--- config.mk ---
export PLATFORM = sky130hd
export DESIGN_NAME = p2sa_class_search
export DESIGN_NICKNAME = d
export VERILOG_FILES = /design/src/rtl/core/assert_macros.svh /design/src/rtl/core/p2sa_pkg.sv /design/src/rtl/core/p2sa_class_search.sv
export SDC_FILE = /design/constraint.sdc
export NUM_CORES = 1
export LEC_CHECK = 0
export ABC_AREA = 1
export BUFFER_PORTS_ARGS = -buffer_cell sky130_fd_sc_hd__buf_2
export CELL_PAD_IN_SITES_DETAIL_PLACEMENT = 0
export CELL_PAD_IN_SITES_GLOBAL_PLACEMENT = 1
export CORE_MARGIN = 1
export CORE_UTILIZATION = 39
export DETAILED_ROUTE_END_ITERATION = 8
export PLACE_DENSITY = 0.73
export SLEW_MARGIN = 20
export SYNTH_ARGS = -nofsm -noshare
export SYNTH_HDL_FRONTEND = slang
export SYNTH_SLANG_ARGS = --single-unit
export TNS_END_PERCENT = 1
--- constraint.sdc ---
create_clock -name clk -period 2.3 [get_ports clk]
set_clock_uncertainty 0.1 [all_clocks]
set_input_delay 0.115 -clock clk [delete_from_list [all_inputs] [get_ports clk]]
set_output_delay 0.115 -clock clk [all_outputs]
set_load 0.02 [all_outputs]
--- src/rtl/core/assert_macros.svh ---
// Assertion macros shared by the allocator RTL.
// Define NO_ASSERTIONS to compile them out.
`ifndef ASSERT_MACROS_SVH
`define ASSERT_MACROS_SVH
`ifndef NO_ASSERTIONS
`define ASSERT_AT(lbl, clk, rst_n, prop) \
	lbl: assert property (@(posedge clk) disable iff (!rst_n) prop) \
		else $error("assertion failed");
`define ASSERT_NEVER_AT(lbl, clk, rst_n, prop) \
	lbl: assert property (@(posedge clk) disable iff (!rst_n) !(prop)) \
		else $error("forbidden condition seen");
`else
`define ASSERT_AT(lbl, clk, rst_n, prop)
`define ASSERT_NEVER_AT(lbl, clk, rst_n, prop)
`endif
`endif

--- src/rtl/core/p2sa_pkg.sv ---
// Types and codes of the power-of-two split block allocator.
// No dependencies.
package p2sa_pkg;
	localparam int OP_W = 2;
	localparam int REQ_W = 21;
	localparam int USER_W = 20;
	localparam int CFG_W = 5;
	localparam int TAG_W = 5;
	localparam int CLS_W = 6;
	localparam int SZ_W = REQ_W + 1;
	localparam int ST_W = 3;
	localparam logic [CLS_W-1:0] MIN_CHUNK_LOG2 = 6'd5;
	localparam logic [CFG_W-1:0] CHUNK_LOG2_RST = 5'd16;

	typedef enum logic [OP_W-1:0] {
		OP_ALLOC  = 2'd0,
		OP_FREE   = 2'd1,
		OP_RESIZE = 2'd2
	} op_t;

	typedef enum logic [ST_W-1:0] {
		ST_OK      = 3'd0,
		ST_IGNORED = 3'd1,
		ST_NO_POOL = 3'd2,
		ST_TOO_BIG = 3'd3,
		ST_GROW    = 3'd4
	} status_t;

	typedef struct packed {
		logic [OP_W-1:0]   operation;
		logic [REQ_W-1:0]  request_bytes;
		logic [USER_W-1:0] user_address;
	} in_item_t;

	typedef struct packed {
		logic [USER_W-1:0] result_address;
		logic [ST_W-1:0]   status;
	} out_item_t;

	typedef struct packed {
		logic we_link;
		logic we_tag;
	} mem_ctl_t;
endpackage

--- src/rtl/core/p2sa_class_search.sv ---
// Iterative size class search: smallest c with 2^c >= size, one compare a cycle.
// Depends on p2sa_pkg.
module p2sa_class_search import p2sa_pkg::*; (
	input  logic             clk,
	input  logic             arst_n,
	input  logic             start,
	input  logic [SZ_W-1:0]  size,
	output logic             done,
	output logic [CLS_W-1:0] cls
);
	logic             busy_q;
	logic [CLS_W-1:0] c_q;
	logic [SZ_W-1:0]  size_q;
	logic             below;

	assign below = ((SZ_W+1)'(1) << c_q) < {1'b0, size_q};
	assign done  = busy_q && !below;
	assign cls   = c_q;

	always_ff @(posedge clk or negedge arst_n) begin
		if (!arst_n) begin
			busy_q <= 1'b0;
			c_q    <= '0;
		end else if (start) begin
			busy_q <= 1'b1;
			c_q    <= '0;
			size_q <= size;
		end else if (busy_q) begin
			if (below) begin
				c_q <= c_q + 1'b1;
			end else begin
				busy_q <= 1'b0;
			end
		end
	end
endmodule

* Word-level counts from Yosys, hierarchy flattened *
Cells that the tools add are included.
Widths: inputs -> output; s select.

storage, ports and cells
  register bits = 29
  word-level logic and storage cells = 18
  bits of input ports = 25
  output and inout port bits = 7

cells by class
  muxes and demuxes = 6
  shift operators = 1
  magnitude comparators = 1
  reductions and logical operators = 6
  add/sub/neg operators = 1

operator list
  operator              number
  $lt 23x22->1          1
  $shl 1x6->23 const A  1
  $mux 6                3
  $add 6x1->6 const B   1
  $reduce_and 2->1      2
  $reduce_bool 2->1     2
  $mux 1                3
  $logic_and 1x1->1     1
  $logic_not 1->1       1

* Longest topological paths before layout *
  depth after elaboration = 5
  depth in mapped cells = 18
  depth with buffers taken out = 18

* Least setup slack after synthesis *
OpenSTA, ideal clock, no wires.

  path kind = register to output
  start point = register c_q[0] (netlist: cls[0])
  end point = output port done
  arrival = 2,187 ps
  path buffers = 0
  setup slack = -102 ps
  cell stages (with the launch flop) = 14
  cells stage by stage = dfrtp_1 inv_1 ha_1 inv_1 nor2_1 inv_1 nor3_1 ha_1 nand2_1 a21oi_1 nor2_4 o21bai_4 nor2_4 a21boi_1

between the ends
  longest elaborated chain between the ends = 4

ends and longest elaborated chain
  item                    RTL line                 RTL
  start, declared         p2sa_class_search.sv:12  logic [CLS_W-1:0] c_q;
  start signal, assigned  p2sa_class_search.sv:30  c_q <= c_q + 1'b1;
  $shl 1x6->23            p2sa_class_search.sv:16  assign below = ((SZ_W+1)'(1) << c_q) < {1'b0, size_q};
  $lt 23x22->1            p2sa_class_search.sv:16
  $logic_not 1->1         p2sa_class_search.sv:17  assign done = busy_q && !below;
  $logic_and 1x1->1       p2sa_class_search.sv:17
  end, declared           p2sa_class_search.sv:8   output logic done,

No other way between the ends.

* Worst setup path after layout *
  start point = register c_q[1] (netlist: cls[1])
  end point = output port done

The elaborated chain is that of the path after synthesis.

==> flow_metrics.tcl <==
set metrics [dict create \
    path_common_cell "ha_4" \
    p_leak_nw 1.423 \
    overflow 0 \
    path_cells "ha_4 > ha_4 > inv_4 > nor2_4 > ha_4 > nand2_1 > nor2_1 > nand4_1 > a21oi_2 > nor2_4 > a21boi_2 > buf_4" \
    power.total_mw 1.268 \
    vias_per_cell 4.513 \
    nNetsFinal 356 \
    path_buf_inv 2 \
    clkLatencyLatePin_ns 0.29 \
    firstDrtPassIters 6 \
    vias 1679 \
    status "finished with violations" \
    synth_area_um2 1992 \
    setup_ws_ns -0.2425 \
    die-area_um2 5397 \
    track_usage_pct 18.58 \
    syn_nets 273 \
    die_y_um 73.47 \
    dpl.hpwl_mm 3.208 \
    clk_path_buf_depth 2 \
    cts_buffers 5 \
    yosysWarnings 0 \
    finalSetupViolations 8 \
    cp-start-kind "register" \
    root_buffer "clkbuf_8" \
    period_share_pct 110.5 \
    die_w_um 73.47 \
    core_um2 4817 \
    io_pins 32 \
    rows 25 \
    antenna_found_initial 0 \
    fmax_mhz 393.3 \
    antenna_left 0 \
    max-slew-margin-rel_pct 78.89 \
    drc_errors 0 \
    critPathCaptureType "output port" \
    cts_sinks 29 \
    clkSlewWorstSetupHoldPaths_ns 0.06 \
    timing.rr.end "cls[5]" \
    critical-path-top-delay-family "adder cells" \
    crit_required_ns 2.09 \
    layout_commonest_cell "nand2_1" \
    cap_violations 0 \
    worstSetupPathType "register to output port" \
    postRouteWirelength_mm 4.372 \
    yosysSeqAreaShare_pct 41.96 \
    grt_pass1_vias 1646 \
    htreeDepth 2 \
    portBuffers 31 \
    peakVddDrop_v 0.0002780 \
    antenna-diode-count 0 \
    worstPathArrival_ns 2.33 \
    cp_max_fo 4 \
    start_util_pct 41.35 \
    crit_start "cls[1]" \
    r2r-start "cls[1]" \
    rr_worst_depth 14 \
    avgSynthCellArea_um2 9.013 \
    drive_gt1_share_pct 37.70 \
    cp.depth 12 \
    min_path_type "input pin to async pin" \
    drv_slew 0 \
    cts_tree "done" \
    p_per_area_nw_per_um2 442.4 \
    area_delta_synth_final_pct 43.84 \
    violations "setup timing" \
    utilization_pct 59.48 \
    max_slew.worst_pin.slew_ns 0.3164 \
    finalHoldViolations 0 \
    critPathCapture "done" \
    cpMaxStageDelayCell "dfrtp_2" \
    synthCells 221 \
    place.gp.congestion 0.8452 \
    max_stage_delay_ns 0.47 \
    rsz0062_at_grt "true" \
    dpl_worst_slack_ns -0.1287 \
    ys_types 28 \
    rrSetupSlack_ns -0.13 \
    synth_seq_cells 29 \
    grt_max_degree 18 \
    drt_iter0_markers 40 \
    grt_pass1_wl_mm 7.224 \
    fin_crit_ns 2.543 \
    wire_per_inst_um 11.75 \
    layout.cells.most_common_list "nand2_1 (43), buf_2 (30), inv_1 (25), buf_4 (25)" \
]
[through the flow]
stage	area [um2]	hold slack (ns)	setup TNS, ns	instances
2_1_floorplan	1996	-0.2806	-0.07213	221
3_3_place_gp	2356	-0.1381	-0.7870	337
3_5_place_dp	2356	-0.1361	-0.8716	337
4_1_cts	2784	0.09114	-0.8236	371
5_1_grt	2865	0.1111	-2.548	372
6_report	2865	0.09580	-1.016	372
[flip-flops by register name, summed over array words and instances, names as in the netlist]
name	flops
size_q	22
cls	6
busy_q	1
[how the worst min path moves through the flow]
stage	from	endpoint	slack, ns
6_report	arst_n	cls[3]	0.1
5_1_grt	arst_n	cls[3]	0.11
3_5_place_dp	arst_n	cls[5]	-0.14
4_1_cts	arst_n	cls[3]	0.09
2_1_floorplan	arst_n	busy_q	-0.28
3_3_place_gp	arst_n	cls[5]	-0.14
[area by class of cell]
| cell class | count | area [um2] |
|---|---|---|
| fillers | 448 | 1952 |
| well taps | 67 | 83.83 |
| flip-flops and latches | 29 | 839.6 |
| inverters | 43 | 173.9 |
| clock buffers | 5 | 68.82 |
| clock inverters | 3 | 17.52 |
| repair buffers | 79 | 579.3 |
| multi-input cells | 146 | 1102 |
[worst register-to-register path: stages, from the launching register on]
cell and delay, ns:
dfrtp_2 0.47, inv_4 0.10, ha_2 0.22, nand3_1 0.13, nor2_1 0.14, ha_1 0.28
nand2_1 0.10, nand3_2 0.07, o21bai_4 0.17, nor2_4 0.12, buf_4 0.12, nand3_4 0.12
nand2_4 0.12, nand2_1 0.06, nand2_1 0.05
[per-layer routing]
metal  global-route usage [%]  vias up  wire length (um)
met1                    22.40      772              1997
li1                         -      873                 -
met4                    8.333        0                62
met2                    31.60       27              2183
met5                        0        -                 0
met3                    4.115        7               129
[power breakdown]
group	switching [mW]	internal (mW)
Combinational	0.122	0.120
Clock	0.199	0.208
Sequential	0.0177	0.600
[synth_stat cells]
cell	count	area, um2
nand2_1	44	165.2
inv_1	31	116.4
ha_1	27	337.8
nor2_1	27	101.4
edfxtp_1	22	660.6
nand3_1	13	65.06
dfrtp_1	7	175.2
inv_2	7	26.28
a21oi_1	6	30.03
clkinv_1	4	15.01
nor2_4	4	45.04
nor3_1	4	20.02
nand2_4	3	33.78
nor2_2	3	18.77
a21o_1	2	15.01
buf_6	2	22.52
nand3_2	2	20.02
nand4_1	2	12.51
xor2_1	2	17.52
a21boi_1	1	7.510
a21oi_2	1	8.760
clkbuf_8	1	13.76
inv_4	1	6.260
nand2_2	1	6.260
nand3_4	1	17.52
nor3b_1	1	7.510
o21a_1	1	7.510
o21bai_4	1	18.77
[repair_timing]
item                       4_1_cts  5_1_grt
pin swaps                       13       19
setup endpoints to repair        8        8
resized for setup               28       13
hold endpoints to repair        29        0
hold buffers                    23        0
setup buffers                    3        1
[kinds of logic (layout without fill, tap and decap cells)]
| kind of cell | count (synthesis) | after routing | share of synthesized area, % |
|---|---|---|---|
| flip-flops | 29 | 29 | 41.96 |
| AO/OA/AOI/OAI | 12 | 12 | 4.397 |
| adder cells (fa/ha/maj) | 27 | 27 | 16.96 |
| AND/OR/NAND/NOR | 105 | 105 | 25.75 |
| buffers and inverters | 46 | 130 | 10.05 |
| XOR/XNOR | 2 | 2 | 0.8796 |
(Power assumes the default switching activity.)
